### config.mk
export PLATFORM = sky130hd
export DESIGN_NAME = framed_packet_receiver_core
export DESIGN_NICKNAME = d
export VERILOG_FILES = /design/src/frp_pkg.sv /design/src/frp_ram.sv /design/src/framed_packet_receiver_core.sv
export SDC_FILE = /design/constraint.sdc
export NUM_CORES = 1
export LEC_CHECK = 0
export ABC_AREA = 1
export BUFFER_PORTS_ARGS = -buffer_cell sky130_fd_sc_hd__buf_4
export CELL_PAD_IN_SITES_DETAIL_PLACEMENT = 2
export CELL_PAD_IN_SITES_GLOBAL_PLACEMENT = 2
export CORE_MARGIN = 3
export CORE_UTILIZATION = 41
export DETAILED_ROUTE_END_ITERATION = 12
export HOLD_SLACK_MARGIN = 0.06
export PLACE_DENSITY_LB_ADDON = 0.05
export SLEW_MARGIN = 20
export SYNTH_ARGS = -nofsm -noshare
export SYNTH_HDL_FRONTEND = slang
export SYNTH_SLANG_ARGS = --single-unit
### constraint.sdc
create_clock -name clk -period 2.8 [get_ports clk]
set_input_delay 0.28 -clock clk [delete_from_list [all_inputs] [get_ports clk]]
set_output_delay 0.28 -clock clk [all_outputs]
set_load 0.01 [all_outputs]
### src/frp_pkg.sv
// ----------------------------------------------------------------------------
// frp_pkg
// Shared types and constants for the framed packet receiver.
// ----------------------------------------------------------------------------
`default_nettype none

package frp_pkg;

  localparam int unsigned BYTE_W  = 8;
  localparam int unsigned LEN_W   = 6;
  localparam int unsigned IDX_W   = 5;
  localparam int unsigned CFG_A_W = 2;

  localparam logic [BYTE_W-1:0] BROADCAST_ADDR = 8'hFF;

  // register indexes on the configuration port
  localparam logic [CFG_A_W-1:0] REG_OWN_ADDR  = 2'd0;
  localparam logic [CFG_A_W-1:0] REG_START     = 2'd1;
  localparam logic [CFG_A_W-1:0] REG_END       = 2'd2;
  localparam logic [CFG_A_W-1:0] REG_MAX_LEN   = 2'd3;

  typedef enum logic [3:0] {
    ST_IDLE,
    ST_ADDR,
    ST_LEN,
    ST_DATA,
    ST_END,
    ST_CHK,
    ST_RD,     // read address presented to the payload RAM
    ST_LD,     // RAM data valid, load into output register
    ST_EMPTY   // emit the single result of a zero-length frame
  } frame_state_t;

endpackage

`default_nettype wire

### src/frp_ram.sv
// ----------------------------------------------------------------------------
// frp_ram
// Generic single-write, single-read RAM with registered read data.
// ----------------------------------------------------------------------------
`default_nettype none

module frp_ram #(
  parameter int unsigned WIDTH = 8,
  parameter int unsigned DEPTH = 32,
  localparam int unsigned AW = (DEPTH > 1) ? $clog2(DEPTH) : 1
) (
  input  wire logic             clk,
  input  wire logic             we,
  input  wire logic [AW-1:0]    waddr,
  input  wire logic [WIDTH-1:0] wdata,
  input  wire logic [AW-1:0]    raddr,
  output logic      [WIDTH-1:0] rdata
);

  logic [WIDTH-1:0] mem [DEPTH];

  always_ff @(posedge clk) begin
    if (we) begin
      mem[waddr] <= wdata;
    end
    rdata <= mem[raddr];
  end

endmodule

`default_nettype wire

### src/framed_packet_receiver_core.sv
// ----------------------------------------------------------------------------
// framed_packet_receiver_core
// Start/address/length/payload/end/checksum frame receiver with XOR check.
// Payload bytes are buffered in a RAM and replayed as a run of items.
// ----------------------------------------------------------------------------
// Input bytes are taken while in_ready is high; the checksum byte of a good
// frame leads via the read and load states to its first item. Each payload
// item replays through the read/load state pair (RAM read, then output
// register load, which waits on a stall); input is held off for the whole
// replay. An empty frame gives one item. Reset (rst, synchronous) returns to
// idle, resets state and config registers to defaults; payload RAM and output data stay.
`default_nettype none

module framed_packet_receiver_core #(
  parameter int unsigned MAX_PAYLOAD = 32
) (
  input  wire logic                          clk,
  input  wire logic                          rst,

  input  wire logic                          cfg_valid,
  output logic                               cfg_ready,
  input  wire logic [frp_pkg::CFG_A_W-1:0]   cfg_index,
  input  wire logic [frp_pkg::BYTE_W-1:0]    cfg_data,

  input  wire logic                          in_valid,
  output logic                               in_ready,
  input  wire logic [frp_pkg::BYTE_W-1:0]    rx_byte,

  output logic                               out_valid,
  input  wire logic                          out_ready,
  output logic      [frp_pkg::BYTE_W-1:0]    payload_byte,
  output logic      [frp_pkg::IDX_W-1:0]     payload_index,
  output logic      [frp_pkg::LEN_W-1:0]     frame_length,
  output logic                               has_data,
  output logic                               last
);

  localparam int unsigned AW = (MAX_PAYLOAD > 1) ? $clog2(MAX_PAYLOAD) : 1;
  localparam logic [frp_pkg::BYTE_W-1:0] MAX_PAYLOAD_B = frp_pkg::BYTE_W'(MAX_PAYLOAD);

  // configuration registers
  logic [frp_pkg::BYTE_W-1:0] own_address;
  logic [frp_pkg::BYTE_W-1:0] start_marker;
  logic [frp_pkg::BYTE_W-1:0] end_marker;
  logic [frp_pkg::LEN_W-1:0]  max_length;

  frp_pkg::frame_state_t state, state_next;
  logic [frp_pkg::BYTE_W-1:0] csum, csum_next;
  logic [frp_pkg::LEN_W-1:0]  rem, rem_next;
  logic [frp_pkg::LEN_W-1:0]  wr_pos, wr_pos_next;
  logic [frp_pkg::LEN_W-1:0]  len, len_next;
  logic [frp_pkg::LEN_W-1:0]  rd_idx, rd_idx_next;

  logic                       in_acc;
  logic                       slot_free;
  logic                       ram_we;
  logic [frp_pkg::BYTE_W-1:0] ram_rdata;
  logic                       load_data;
  logic                       load_empty;

  assign cfg_ready = 1'b1;

  always_ff @(posedge clk) begin
    if (rst) begin
      own_address  <= '0;
      start_marker <= 8'h02;
      end_marker   <= 8'h03;
      max_length   <= 6'd32;
    end else if (cfg_valid) begin
      case (cfg_index)
        frp_pkg::REG_OWN_ADDR: own_address  <= cfg_data;
        frp_pkg::REG_START:    start_marker <= cfg_data;
        frp_pkg::REG_END:      end_marker   <= cfg_data;
        frp_pkg::REG_MAX_LEN:  max_length   <= cfg_data[frp_pkg::LEN_W-1:0];
        default: ;
      endcase
    end
  end

  assign in_ready  = !(state inside {frp_pkg::ST_RD, frp_pkg::ST_LD, frp_pkg::ST_EMPTY});
  assign in_acc    = in_valid && in_ready;
  assign slot_free = !out_valid || out_ready;
  assign ram_we    = in_acc && (state == frp_pkg::ST_DATA);

  frp_ram #(
    .WIDTH (frp_pkg::BYTE_W),
    .DEPTH (MAX_PAYLOAD)
  ) u_store (
    .clk   (clk),
    .we    (ram_we),
    .waddr (AW'(wr_pos)),
    .wdata (rx_byte),
    .raddr (AW'(rd_idx)),
    .rdata (ram_rdata)
  );

  always_comb begin
    state_next  = state;
    csum_next   = csum;
    rem_next    = rem;
    wr_pos_next = wr_pos;
    len_next    = len;
    rd_idx_next = rd_idx;
    load_data   = 1'b0;
    load_empty  = 1'b0;
    case (state)
      frp_pkg::ST_ADDR: begin
        if (in_acc) begin
          if (rx_byte == own_address || rx_byte == frp_pkg::BROADCAST_ADDR) begin
            csum_next  = csum ^ own_address;
            state_next = frp_pkg::ST_LEN;
          end else begin
            state_next = frp_pkg::ST_IDLE;
          end
        end
      end
      frp_pkg::ST_LEN: begin
        if (in_acc) begin
          if (rx_byte > {2'b00, max_length} || rx_byte > MAX_PAYLOAD_B) begin
            state_next = frp_pkg::ST_IDLE;
          end else begin
            rem_next   = rx_byte[frp_pkg::LEN_W-1:0];
            len_next   = rx_byte[frp_pkg::LEN_W-1:0];
            csum_next  = csum ^ rx_byte;
            state_next = (rx_byte == '0) ? frp_pkg::ST_END : frp_pkg::ST_DATA;
          end
        end
      end
      frp_pkg::ST_DATA: begin
        if (in_acc) begin
          csum_next   = csum ^ rx_byte;
          wr_pos_next = wr_pos + 6'd1;
          rem_next    = rem - 6'd1;
          if (rem == 6'd1) begin
            state_next = frp_pkg::ST_END;
          end
        end
      end
      frp_pkg::ST_END: begin
        if (in_acc) begin
          if (rx_byte == end_marker) begin
            csum_next  = csum ^ end_marker;
            state_next = frp_pkg::ST_CHK;
          end else begin
            state_next = frp_pkg::ST_IDLE;
          end
        end
      end
      frp_pkg::ST_CHK: begin
        if (in_acc) begin
          rd_idx_next = '0;
          if (rx_byte != csum) begin
            state_next = frp_pkg::ST_IDLE;
          end else if (len == '0) begin
            state_next = frp_pkg::ST_EMPTY;
          end else begin
            state_next = frp_pkg::ST_RD;
          end
        end
      end
      frp_pkg::ST_RD: begin
        state_next = frp_pkg::ST_LD;
      end
      frp_pkg::ST_LD: begin
        // RAM data reflects rd_idx, which holds while the output is stalled
        if (slot_free) begin
          load_data = 1'b1;
          if (rd_idx == len - 6'd1) begin
            state_next = frp_pkg::ST_IDLE;
          end else begin
            rd_idx_next = rd_idx + 6'd1;
            state_next  = frp_pkg::ST_RD;
          end
        end
      end
      frp_pkg::ST_EMPTY: begin
        if (slot_free) begin
          load_empty = 1'b1;
          state_next = frp_pkg::ST_IDLE;
        end
      end
      default: begin
        if (in_acc) begin
          if (rx_byte == start_marker) begin
            wr_pos_next = '0;
            csum_next   = start_marker;
            state_next  = frp_pkg::ST_ADDR;
          end else begin
            state_next = frp_pkg::ST_IDLE;
          end
        end
      end
    endcase
  end

  always_ff @(posedge clk) begin
    if (rst) begin
      state  <= frp_pkg::ST_IDLE;
      csum   <= '0;
      rem    <= '0;
      wr_pos <= '0;
      len    <= '0;
      rd_idx <= '0;
    end else begin
      state  <= state_next;
      csum   <= csum_next;
      rem    <= rem_next;
      wr_pos <= wr_pos_next;
      len    <= len_next;
      rd_idx <= rd_idx_next;
    end
  end

  // output register
  always_ff @(posedge clk) begin
    if (rst) begin
      out_valid <= 1'b0;
    end else if (load_data || load_empty) begin
      out_valid <= 1'b1;
    end else if (out_ready) begin
      out_valid <= 1'b0;
    end
  end

  always_ff @(posedge clk) begin
    if (load_data) begin
      payload_byte  <= ram_rdata;
      payload_index <= rd_idx[frp_pkg::IDX_W-1:0];
      frame_length  <= len;
      has_data      <= 1'b1;
      last          <= (rd_idx == len - 6'd1);
    end else if (load_empty) begin
      payload_byte  <= '0;
      payload_index <= '0;
      frame_length  <= '0;
      has_data      <= 1'b0;
      last          <= 1'b1;
    end
  end

`ifndef ASSERT_OFF
  a_ld_in_range: assert property (@(posedge clk) disable iff (rst)
    (state == frp_pkg::ST_LD) |-> (rd_idx < len))
    else $error("replay index beyond frame length");

  a_data_count: assert property (@(posedge clk) disable iff (rst)
    (state == frp_pkg::ST_DATA) |-> (rem != '0 && wr_pos < len))
    else $error("payload counters out of step");

  a_empty_item: assert property (@(posedge clk) disable iff (rst)
    (out_valid && !has_data) |-> (last && frame_length == '0))
    else $error("empty-frame item malformed");

  a_replay_holds_input: assert property (@(posedge clk) disable iff (rst)
    (state == frp_pkg::ST_RD) |=> (state == frp_pkg::ST_LD && !in_ready))
    else $error("replay sequence broken");
`endif

endmodule

`default_nettype wire
== Word-level counts from Yosys, hierarchy flattened ==
Memory sizes are Yosys's and may differ from the RTL's. A register that Yosys moved wholly into a read port is not among the register bits.
Index checks and enable logic that the tools add are counted.

* Register bits after elaboration: 88
* Bits in writable memories: 256
* Input bits: 23
* Output and inout port bits: 24
* Word-level logic and storage cells: 145
* Memories: 1

{| class="wikitable"
|+ Memory list
! name !! depth !! bits a word !! rd ports !! clocked after Yosys merged registers in !! wr ports !! line !! RTL
|-
| u_store.mem || 32 || 8 || 1 || 1 || 1 || frp_ram.sv:20 || <nowiki>logic [WIDTH-1:0] mem [DEPTH];</nowiki>
|}

* Add/sub/neg operators: 4
* Magnitude comparators: 2
* Eq/ne operators: 30
* Muxes and demuxes: 55
* Bitwise gates (word level): 6
* Reduce and logical (&&, ||, !) cells: 31

{| class="wikitable"
|+ Operators with widths
! cell !! number
|-
| $mux 8 || 11
|-
| $mux 6 || 11
|-
| $mux 4 || 11
|-
| $pmux 8 s5 || 1
|-
| $pmux 6 s2 || 3
|-
| $pmux 4 s8 || 1
|-
| $eq 8x8->1 || 3
|-
| $xor 8x8->8 || 3
|-
| $ne 2x2->1 const B || 11
|-
| $eq 4x3->1 const B || 4
|-
| $add 6x1->6 const B || 2
|-
| $mux 3 || 4
|-
| $sub 6x1->6 const B || 2
|-
| $mux 1 || 10
|-
| $mux 5 || 2
|-
| $reduce_bool 2->1 || 5
|-
| $reduce_and 9->1 || 1
|-
| $eq 4x2->1 const B || 2
|-
| $eq 8x8->1 const B || 1
|-
| $gt 8x6->1 || 1
|-
| $gt 8x6->1 const B || 1
|-
| $logic_not 8->1 || 1
|-
| $ne 8x8->1 || 1
|-
| $reduce_and 2->1 || 4
|-
| 22 further kinds || 32
|}

== Depth between registers and ports, before layout ==
Gate-level depths: netlist (run 1).

* Depth after elaboration: 7
* Depth in mapped cells: 18

== By module ==
A second synthesis (run 1) with hierarchy kept.

* Cells, all modules: 1668
* Area total of the unflattened synthesis: 15850.2 µm²

{| class="wikitable"
|+ By module, submodules not included
! module !! instances !! cells an instance !! area each (µm²) !! seq. area each (µm²)
|-
| frp_ram || 1 || 922 || 10786.6 || 7847.5
|-
| framed_packet_receiver_core || 1 || 746 || 5063.6 || 1941.9
|}

== Worst setup path after synthesis (run 1) ==
No wires, ideal clock.

* Path type: register to register
* Start point: register state[1]
* End point: register frame_length[0] (netlist bit) (enable)
* Setup time: 0.404 ns
* Arrival: 1.694 ns
* Required time: 2.396 ns
* Setup slack: 0.703 ns
* Cell stages (with the launch flop): 4
* Buffers on the path: 0
* Clock period less this slack: 2.097 ns
* Path through: dfxtp_1 > nor2_1 > nand3_2 > a21oi_1

* Cells in the longest elaborated chain, start to end: 3
* Elaborated cells between the ends (all ways): 5
* Classes of those cells: 2 x eq/ne; 2 x mux; 1 x reduce/logical

{| class="wikitable"
|+ RTL lines
! item !! line !! RTL
|-
| from (decl) || framed_packet_receiver_core.sv:47 || <nowiki>frp_pkg::frame_state_t state, state_next;</nowiki>
|-
| from (signal assigned) || framed_packet_receiver_core.sv:198 || <nowiki>state <= frp_pkg::ST_IDLE;</nowiki>
|-
| from (signal assigned) || framed_packet_receiver_core.sv:205 || <nowiki>state <= state_next;</nowiki>
|-
| $eq 4x3->1 or $eq 4x4->1 (tied branches) || framed_packet_receiver_core.sv:106 || <nowiki>case (state)</nowiki>
|-
| $mux 1 || framed_packet_receiver_core.sv:106 ||
|-
| $reduce_bool 2->1 (no source line) (*) || -- ||
|-
| to (signal assigned) || framed_packet_receiver_core.sv:229 || <nowiki>frame_length <= len;</nowiki>
|-
| to (decl) || framed_packet_receiver_core.sv:33 || <nowiki>output logic [frp_pkg::LEN_W-1:0] frame_length,</nowiki>
|}

Mark *: on every way between the ends. The rest lies on a longest branch, timed or not.
A chain may end at the register's enable or synchronous reset.

== Worst setup path after layout (run 1) ==
* Start point: register state[1]
* End point: memory u_store.mem[23][3] (enable)

* Cells in the longest elaborated chain, start to end: 7
* Elaborated cells between the ends (all ways): 10
* Classes of those cells: 4 x eq/ne; 2 x mux; 4 x reduce/logical

{| class="wikitable"
|+ RTL lines
! item !! line !! RTL
|-
| $eq 4x3->1 or $eq 4x4->1 (tied branches) || framed_packet_receiver_core.sv:80 || <nowiki>assign in_ready = !(state inside {frp_pkg::ST_RD, frp_pkg::ST_LD, frp_pkg::ST_EMPTY});</nowiki>
|-
| $reduce_bool 3->1 || framed_packet_receiver_core.sv:80 ||
|-
| $logic_not 1->1 || framed_packet_receiver_core.sv:80 ||
|-
| $logic_and 1x1->1 || framed_packet_receiver_core.sv:81 || <nowiki>assign in_acc = in_valid && in_ready;</nowiki>
|-
| $logic_and 1x1->1 (*) || framed_packet_receiver_core.sv:83 || <nowiki>assign ram_we = in_acc && (state == frp_pkg::ST_DATA);</nowiki>
|-
| $mux 1 (*) || frp_ram.sv:23 || <nowiki>if (we) begin</nowiki>
|-
| $mux 1 (implied by the code) (*) || frp_ram.sv:24 || <nowiki>mem[waddr] <= wdata;</nowiki>
|-
| to (decl) || frp_ram.sv:20 ||
|}

Marks and branches as above.

==> results.toml, run 1 <==
[worst_hold_path]
hp-start = "cfg_index[1]"
hold_depth = 3
holdPathEnd = "start_marker[1]$_SDFFE_PP1P_"
hold_class = "in2reg"

[sta]
maxSlewHeadroom = 0.504
tightest_slew_ps = 745
rsz0062_at_grt = "false"
setup_viol = 0
tns_ps = 0
timing.hold.ws_ps = 103
fin_skew_ps = 22.7
final_hold_viol_count = 0
fmax_ghz = 0.421
slew_viol_final = 0
fin_crit_ps = 2370
finalCritPeriodShare = 0.848

[clock_tree]
cts-buffers-inserted = 39
cts_tree = "done"
cts_setup_buffers = 0
cts.sinks = 351
htree_levels = 2
root_buffer = "clkbuf_16"
clk_latency_ps = 560
clockBufferDepth = 3
clkTransAtPathRegs_ps = 60

[synthesis]
yosysTopAreaCell = "edfxtp_1"
yosys-top-cells-area = "edfxtp_1 (54%), dfxtp_1 (9.8%), o21ai_0 (6.4%), nor2_1 (6.3%), nand2_1 (5.5%)"
netlist.area_leader.share = 0.543
synthCells = 1509
ys_seq_area_frac = 0.642
async_reset_ff_frac = 0
synth_edf_count = 276
synth_ff_type = "edfxtp_1"
synth_cell_types = 38
ys_ff_latch = 351
avgSynthCellArea_um2 = 10.1
synth_warnings = 0
synth_area_um2 = 15300
synthesis.nets = 1546

[floorplan]
rows = 70
fp.dieW_um = 199
core_um2 = 36600
initial_core_util = 0.417
io-pin-count = 47
die_area_um2 = 39600
die_h_um = 199

[power]
p_per_area_nw_per_um2 = 635
total_leakage_power_nw = 6.53
peakVddDrop_uv = 532

[finish]
area_delta_synth_final_pct = 17.1
layout-drive-gt1-share = 0.124
diodes = 0
fill_cells = 3801
stdcell_area_um2 = 17900
nets = 1646

[setup_path]
crit_type = "reg2reg"
crit_path_max_incr_delay_ps = 470
cpMaxStageDelayCell = "dfxtp_1"
worstPathCellList = "nor2_1, nand3_2, nand2_2, nor2_4, nand2_4, nor2_1, nand2_1, buf_4, nor2_1, buf_4"
critPathMostFrequentCell = "nor2_1"
worst_r2r_path_depth = 10
crit_fanout = 8
start_kind = "flop"
cp-end-kind = "flop"
cp.arrival_ps = 2620
path_buf_inv = 2
worst-path-stages = 10
r2r_slack_ps = 430
r2r-end = "u_store.mem[23][3]$_DFFE_PP_"
crit_family = "simple AND/OR/NAND/NOR gates"
r2r_start = "state[1]$_SDFFE_PP0P_"
required_ps = 3050

[global_route]
grt_pass1_vias = 13200
antenna_found_initial = 0
grt_use_met3 = 0.0430
grt_remaining_overflow = 0
gr-usage-met1 = 0.383
grt_pass1_wl_mm = 83.5
grt_max_degree = 74
grtUsageTotal = 0.282
met2_usage = 0.475
busiest_layer = "met2"

[drt]
wl_mm = 55.3
wl_per_cell_um = 26.3
firstDrtPassIters = 5
vias = 12100
ant_nets = 0
drt_iter0_drc = 920
drc = 0
viasPerCell = 5.73

[placed_design]
place.gp.congestion = 0.855
hpwl_mm = 37.4
io_buffers = 45
placed_cell_area_um2 = 16500

[job]
max_cap_viol_count = 0

[outcome]
status = "finished, final reports clean"
flip-flops by register name (all words and copies together), names as in the netlist:
name	count
u_store.rdata	8
u_store.mem	256
start_marker	8
csum	8
end_marker	8
payload_index	5
own_address	8
last	1
wr_pos	5
max_length	6
out_valid	1
rd_idx	6
len	6
frame_length	6
state	4
has_data	1
rem	6
payload_byte	8
cell usage in the layout (no fill, tap or decap), types with 2 or more instances in the layout:
cell type	count
o211ai_1	8
nor3_1	9
inv_1	104
nand3_2	2
clkinv_1	14
clkinv_2	3
a211oi_1	2
ha_1	14
nor2_2	3
nand2_1	223
nand2_4	4
a21oi_1	49
nand2_2	3
clkbuf_1	14
nor2_4	3
edfxtp_1	276
nor3_2	2
buf_12	3
inv_2	5
clkbuf_16	40
o31ai_1	2
nor2_1	258
xnor2_1	11
o221ai_1	25
buf_4	117
dfxtp_1	73
or2_2	5
dlygate4sd3_1	8
nor4_1	2
o21ai_0	195
xor2_1	11
nand4_1	20
o22ai_1	41
nand3_1	74
bufinv_16	5
power breakdown:
| part | switching (mW) | internal (mW) | total (mW) |
|---|---|---|---|
| Combinational | 0.309 | 0.133 | 0.442 |
| Sequential | 0.0326 | 5.65 | 5.68 |
| Clock | 2.11 | 3.12 | 5.23 |
| Total | 2.45 | 8.90 | 11.3 |
per-layer routing:
metal	routed length, um	share of wire
met3	2490	0.045
met2	26900	0.49
met5	0	0
met4	1430	0.026
met1	24500	0.44
final cells by class:
| type | count | area, um^2 | share of cell area |
|---|---|---|---|
| Sequential cell | 351 | 9790 | 0.548 |
| Multi-Input combinational cell | 972 | 4750 | 0.266 |
| Clock buffer | 55 | 1070 | 0.0597 |
| Timing Repair Buffer | 128 | 1020 | 0.0570 |
| Tap cell | 468 | 586 | 0.0328 |
| Inverter | 117 | 440 | 0.0246 |
| Clock inverter | 16 | 211 | 0.0118 |
how the worst max path moves through the flow:
| stage | startpoint | end | slack (ps) |
|---|---|---|---|
| 4_1_cts | state[1]$_SDFFE_PP0P_ | u_store.mem[23][3]$_DFFE_PP_ | 420 |
| 6_report | state[1]$_SDFFE_PP0P_ | u_store.mem[23][3]$_DFFE_PP_ | 430 |
| 3_3_place_gp | rd_idx[0]$_SDFFE_PP0P_ | u_store.rdata[6]$_DFF_P_ | 500 |
| 3_5_place_dp | state[1]$_SDFFE_PP0P_ | u_store.mem[23][0]$_DFFE_PP_ | 420 |
| 2_1_floorplan | state[1]$_SDFFE_PP0P_ | frame_length[0]$_SDFFCE_PN0P_ | 700 |
| 5_1_grt | rd_idx[0]$_SDFFE_PP0P_ | u_store.rdata[2]$_DFF_P_ | 250 |
what timing repair did:
item	CTS	global route
hold endpoints to repair	18	0
resized for setup	0	0
hold buffers	8	0
worst min-delay path: stages:
cell	delay, ps
buf_4	100
nor2_1	80
o211ai_1	150
Yosys cell counts, types with 8 or more instances:
library cell	number
o211ai_1	8
inv_1	106
nor3_1	9
dfxtp_1	75
ha_1	14
buf_2	9
clkbuf_1	52
o22ai_1	41
edfxtp_1	276
nand2_1	223
xnor2_1	11
xor2_1	11
nor2_1	258
nand3_1	74
o21ai_0	195
nand4_1	20
o221ai_1	25
a21oi_1	50
stage by stage:
step                      setup WS [ps]  power [mW]  cells   util
after detailed placement            416        6.22   2028  0.451
final                               427        11.4   2107  0.488
after CTS                           421        11.5   2107  0.488
after global placement              501        6.20   2028  0.451
after floorplan                     703        5.97   1509      -
after global routing                247        11.7   2107  0.488
kinds of logic after synthesis:
| kind of cell | after synthesis | synth area share |
|---|---|---|
| other cells | 1 | 0.000246 |
| simple gates | 610 | 0.168 |
| fa+ha+maj | 14 | 0.0115 |
| flops | 351 | 0.642 |
| buf+inv | 186 | 0.0469 |
| compound gates | 325 | 0.119 |
| xor+xnor | 22 | 0.0126 |
No activity file was read; power rests on OpenSTA's default activity.
==> run 2, diff against run 1 <==
--- a/config.mk
+++ b/config.mk
@@ -10,7 +10,7 @@
 export CELL_PAD_IN_SITES_DETAIL_PLACEMENT = 2
 export CELL_PAD_IN_SITES_GLOBAL_PLACEMENT = 2
 export CORE_MARGIN = 3
-export CORE_UTILIZATION = 41
+export CORE_UTILIZATION = 37
 export DETAILED_ROUTE_END_ITERATION = 12
 export HOLD_SLACK_MARGIN = 0.06
 export PLACE_DENSITY_LB_ADDON = 0.05
==> constraint.sdc (replaced) <==
create_clock -name clk -period 2.17 [get_ports clk]
set_input_delay 0.217 -clock clk [delete_from_list [all_inputs] [get_ports clk]]
set_output_delay 0.217 -clock clk [all_outputs]
set_load 0.01 [all_outputs]
==> results.toml, run 2 (synthesis gave the netlist of run 1 again) <==
[setup_path]
cpMaxStageDelayCell = "dfxtp_2"
cp.arrival_ps = 2330
start_kind = "flop"
crit_fanout = 8
r2r_slack_ps = 100
required_ps = 2430
path_buf_inv = 5
crit_family = "simple AND/OR/NAND/NOR gates"
cp-end-kind = "flop"
crit_type = "reg2reg"
worstPathCellList = "inv_2, nand2_4, inv_2, nand2_4, nand2_2, nor2_4, nand2_4, nor2_4, buf_4, nand2_1, buf_12, nor2_1, buf_6"
critPathMostFrequentCell = "nand2_4"
crit_path_max_incr_delay_ps = 360

[sta]
slew_viol_final = 0
fmax_ghz = 0.483
finalWorstSetupSlack_ps = 101
fin_crit_ps = 2070
finalCritPeriodShare = 0.954
maxSlewHeadroom = 0.663
tightest_slew_ps = 505
setup_viol = 0
timing.hold.ws_ps = 111
final_hold_viol_count = 0
tns_ps = 0
fin_skew_ps = 15.8

[power]
switching_share = 0.218
total_leakage_power_nw = 6.83
clkPwrFrac = 0.465
peakVddDrop_uv = 691
switchingPower_mw = 3.22
p_per_area_nw_per_um2 = 793
combPwrFrac = 0.038
p_int_mw = 11.5
seq_power_share = 0.497

[clock_tree]
htree_levels = 2
clk_latency_ps = 560
clkTransAtPathRegs_ps = 60
clockBufferDepth = 3
root_buffer = "clkbuf_16"
cts_tree = "done"
cts-buffers-inserted = 40
cts.sinks = 351

[finish]
largest_register_ff_count = 256
final_core_util = 0.463
fill_cells = 4220
area_delta_synth_final_pct = 21.9
final_cell_mix = "edfxtp_1 (276), nor2_1 (247), nand2_1 (217)"
diodes = 0
layout-drive-gt1-share = 0.167
mostFrequentLayoutCell = "edfxtp_1"
regMostFlops = "u_store.mem"
final_cells = 2205
nets = 1688

[drt]
drc = 0
vias = 12000
viasPerCell = 5.46
wl_mm = 54.0
drt_iter0_drc = 811
ant_nets = 0
wl_per_cell_um = 24.5
firstDrtPassIters = 5

[global_route]
grt_max_degree = 48
gr-usage-met1 = 0.328
grt_remaining_overflow = 0
grt_use_met3 = 0.0444
met2_usage = 0.410
grtUsageTotal = 0.243
grt_pass1_wl_mm = 80.6
antenna_found_initial = 1
busiest_layer = "met2"
grt_pass1_vias = 12900

[floorplan]
die_area_um2 = 43700
die_h_um = 209
initial_core_util = 0.380
core_um2 = 40200
rows = 73
io-pin-count = 47
fp.dieW_um = 209

[placed_design]
hpwl_mm = 36.3
pre_cts_ws_ps = -103
post-place-cells = 2119
place.gp.congestion = 0.780
io_buffers = 45

[job]
max_cap_viol_count = 0

[outcome]
status = "finished, final reports clean"

[worst_hold_path]
hold_class = "in2reg"
## run 2: metal layers
metal  share of wire  vias to the layer above  wire [um]
li1                -                     5525          -
met1            0.46                     6229      24600
met2            0.48                      212      26100
met3           0.043                       65       2300
met4           0.018                        2        976
met5         0.00024                        -         13
## run 2: path summary, 6_finish.rpt
check / from / to / cells past startpoint
worst max-delay path: state[3]$_SDFFE_PP0P_ / u_store.mem[0][1]$_DFFE_PP_ / 13
worst min-delay path: cfg_index[1] / start_marker[1]$_SDFFE_PP1P_ / 4
worst max register to register: state[3]$_SDFFE_PP0P_ / u_store.mem[0][1]$_DFFE_PP_ / 13
worst min register to register: max_length[2]$_SDFFE_PP0P_ / max_length[2]$_SDFFE_PP0P_ / 2
## run 2: timing repair
action                                 4_1_cts  5_1_grt
setup buffers                                0        6
hold buffers                                 9        0
endpoints found under the hold margin       45        0
resized for setup                            6       50
pin swaps                                    0        5
setup endpoints to repair                  256      284
## run 2: through the flow
stage,cell area [um^2],power [mW]
global placement,17000,7.99
finish,18600,14.7
detailed placement,17000,8.01
global route,18600,15.2
floorplan,15300,7.70
CTS,18400,14.9
## run 2: area by class of cell
type,instances,area [um^2],share of cell area
Tap cell,525,657,0.0353
Clock inverter,21,233,0.0125
Clock buffer,50,1060,0.0570
Inverter,117,440,0.0237
Multi-Input combinational cell,972,4840,0.260
Timing Repair Buffer,169,1560,0.0841
Sequential cell,351,9800,0.527
## run 2: worst reg2reg max path, cell delays in order, from the launching register on
cell and delay (ps):
dfxtp_2 360, inv_2 50, nand2_4 80, inv_2 60, nand2_4 60, nand2_2 80
nor2_4 150, nand2_4 110, nor2_4 120, buf_4 130, nand2_1 80, buf_12 160
nor2_1 160, buf_6 180
## run 2: power groups by stage
stage               logic (mW)  clock network (mW)  registers [mW]
finish                   0.564                6.85            7.33
global placement         0.523                   0            7.47
global route             0.623                7.27            7.33
CTS                      0.561                7.00            7.32
floorplan                0.235                   0            7.46
detailed placement       0.544                   0            7.47
==> run 3, diff against run 2 <==
--- a/config.mk
+++ b/config.mk
@@ -7,10 +7,11 @@
 export LEC_CHECK = 0
 export ABC_AREA = 1
 export BUFFER_PORTS_ARGS = -buffer_cell sky130_fd_sc_hd__buf_4
+export CAP_MARGIN = 10
 export CELL_PAD_IN_SITES_DETAIL_PLACEMENT = 2
 export CELL_PAD_IN_SITES_GLOBAL_PLACEMENT = 2
 export CORE_MARGIN = 3
-export CORE_UTILIZATION = 37
+export CORE_UTILIZATION = 41
 export DETAILED_ROUTE_END_ITERATION = 12
 export HOLD_SLACK_MARGIN = 0.06
 export PLACE_DENSITY_LB_ADDON = 0.05
==> constraint.sdc (replaced) <==
create_clock -name clk -period 2.05 [get_ports clk]
set_input_delay 0.205 -clock clk [delete_from_list [all_inputs] [get_ports clk]]
set_output_delay 0.205 -clock clk [all_outputs]
set_load 0.01 [all_outputs]
==> results.toml, run 3 (synthesis gave the netlist of run 1 again) <==
[sta]
fin_crit_ps = 2050
fmax_ghz = 0.488
finalCritPeriodShare = 1.00
final_hold_viol_count = 0
finalWorstSetupSlack_ps = -0.720
maxSlewHeadroom = 0.651
slew_viol_final = 0
tightest_slew_ps = 519
fin_skew_ps = 10.5
rsz0062_at_grt = "true"
setup_viol = 1

[floorplan]
initial_core_util = 0.417
rows = 70
die_area_um2 = 39600
die_h_um = 199
io-pin-count = 47
core_um2 = 36600
fp.dieW_um = 199

[setup_path]
r2r_start = "rd_idx[1]$_SDFFE_PP0P_"
cp.arrival_ps = 2480
r2r-end = "u_store.rdata[5]$_DFF_P_"
crit_fanout = 22
cp-end-kind = "flop"
crit_family = "compound AO/OA/AOI/OAI gates"
r2r_slack_ps = -0.7
required_ps = 2480
cpMaxStageDelayCell = "dfxtp_2"
start_kind = "flop"
worst_r2r_path_depth = 9
crit_type = "reg2reg"
crit_path_max_incr_delay_ps = 390
path_buf_inv = 4
critPathMostFrequentCell = "buf_12"
worstPathCellList = "clkinvlp_4, buf_12, buf_12, o21ai_0, o22ai_1, o211ai_1, nand3_1, o21ai_1, inv_1"

[finish]
mostFrequentLayoutCell = "edfxtp_1"
stdcell_area_um2 = 19000
nets = 1717
area_delta_synth_final_pct = 24.5
final_cell_mix = "edfxtp_1 (276), nor2_1 (230), nand2_1 (208)"
regMostFlops = "u_store.mem"
largest_register_ff_count = 256
final_cells = 2178
register_area_um2 = 9800
multi_input_area_um2 = 5010
fill_cells = 3705
layout-drive-gt1-share = 0.202

[clock_tree]
clkTransAtPathRegs_ps = 60
clockBufferDepth = 3
cts_tree = "done"
htree_levels = 2
root_buffer = "clkbuf_16"
cts.sinks = 351
cts-buffers-inserted = 41
clk_latency_ps = 540

[placed_design]
post-place-cells = 2086
hpwl_mm = 39.0
io_buffers = 45
place.gp.congestion = 0.828
placed_cell_area_um2 = 17100

[worst_hold_path]
hold_class = "in2reg"
holdPathEnd = "start_marker[1]$_SDFFE_PP1P_"
hold_depth = 3
hp-start = "cfg_index[1]"

[job]
max_cap_viol_count = 0

[power]
total_leakage_power_nw = 7.02
p_per_area_nw_per_um2 = 821
peakVddDrop_uv = 627

[drt]
viasPerCell = 5.71
wl_per_cell_um = 26.6
ant_nets = 0
vias = 12400
firstDrtPassIters = 5
drt_iter0_drc = 876
wl_mm = 57.9
drc = 0

[outcome]
violations = "negative setup slack"
status = "finished with violations"

[global_route]
grt_pass1_vias = 13800
grt_remaining_overflow = 0
antenna_found_initial = 2
grt_pass1_wl_mm = 85.8
grt_max_degree = 68
grtUsageTotal = 0.289
-- run 3: worst register-to-register path, cell delays in order (launching register included) --
cell and delay (ps):
dfxtp_2 390, clkinvlp_4 170, buf_12 200, buf_12 170, o21ai_0 90, o22ai_1 130
o211ai_1 370, nand3_1 160, o21ai_1 200, inv_1 60
-- run 3: layout make-up --
cell class | count | area share
timing repair buffer | 197 | 0.0981
multi-input combinational | 972 | 0.264
inverter | 117 | 0.0238
clock buffer | 56 | 0.0575
clock inverter | 16 | 0.00994
antenna | 1 | 0.000132
sequential | 351 | 0.516
tap | 468 | 0.0308
-- run 3: worst max path at each step --
stage                     slack, ps                       start  cells after the start                           end
final                          -0.7      rd_idx[1]$_SDFFE_PP0P_                      9      u_store.rdata[5]$_DFF_P_
after global routing            -80  max_length[4]$_SDFFE_PP0P_                     11           len[1]$_SDFFE_PP0P_
after CTS                       -40       state[3]$_SDFFE_PP0P_                     12  u_store.mem[17][5]$_DFFE_PP_
after detailed placement       -170       state[2]$_SDFFE_PP0P_                      9  u_store.mem[25][7]$_DFFE_PP_
after global placement          -70       state[2]$_SDFFE_PP0P_                      9  u_store.mem[26][3]$_DFFE_PP_
after floorplan                 -40       state[3]$_SDFFE_PP0P_                     10  u_store.mem[28][0]$_DFFE_PP_
-- run 3: layer usage --
metal | track usage | vias to the layer above | wire [um]
li1 | - | 5594 | -
met4 | 0.0903 | 0 | 1670
met3 | 0.0361 | 95 | 2470
met1 | 0.380 | 6433 | 24600
met5 | 0 | - | 0
met2 | 0.501 | 316 | 29100
-- run 3: power breakdown --
group	switching, mW	total (mW)	leakage, nW	internal, mW
logic	0.428	0.644	3.29	0.217
registers	0.0411	7.75	3.10	7.71
clock network	2.96	7.19	0.628	4.24
-- run 3: per-stage QoR --
stage | hold slack, ps | total power, mW | utilization | setup slack, ps | setup TNS (ps)
2_1_floorplan | 304 | 8.15 | - | -36.6 | -9370
3_3_place_gp | 448 | 8.46 | 0.468 | -72.4 | -4800
3_5_place_dp | 456 | 8.50 | 0.468 | -173 | -35550
4_1_cts | 84.0 | 15.7 | 0.511 | -42.4 | -1110
5_1_grt | 88.7 | 16.0 | 0.519 | -81.7 | -721
6_report | 106 | 15.6 | 0.519 | -0.720 | -0.720
-- run 3: repair_timing --
item	4_1_cts	5_1_grt
pin swaps	5	16
buffers inserted	5	5
endpoints found under the setup margin	278	294
resized for setup	53	73
hold endpoints to repair	46	0
hold buffers	10	0
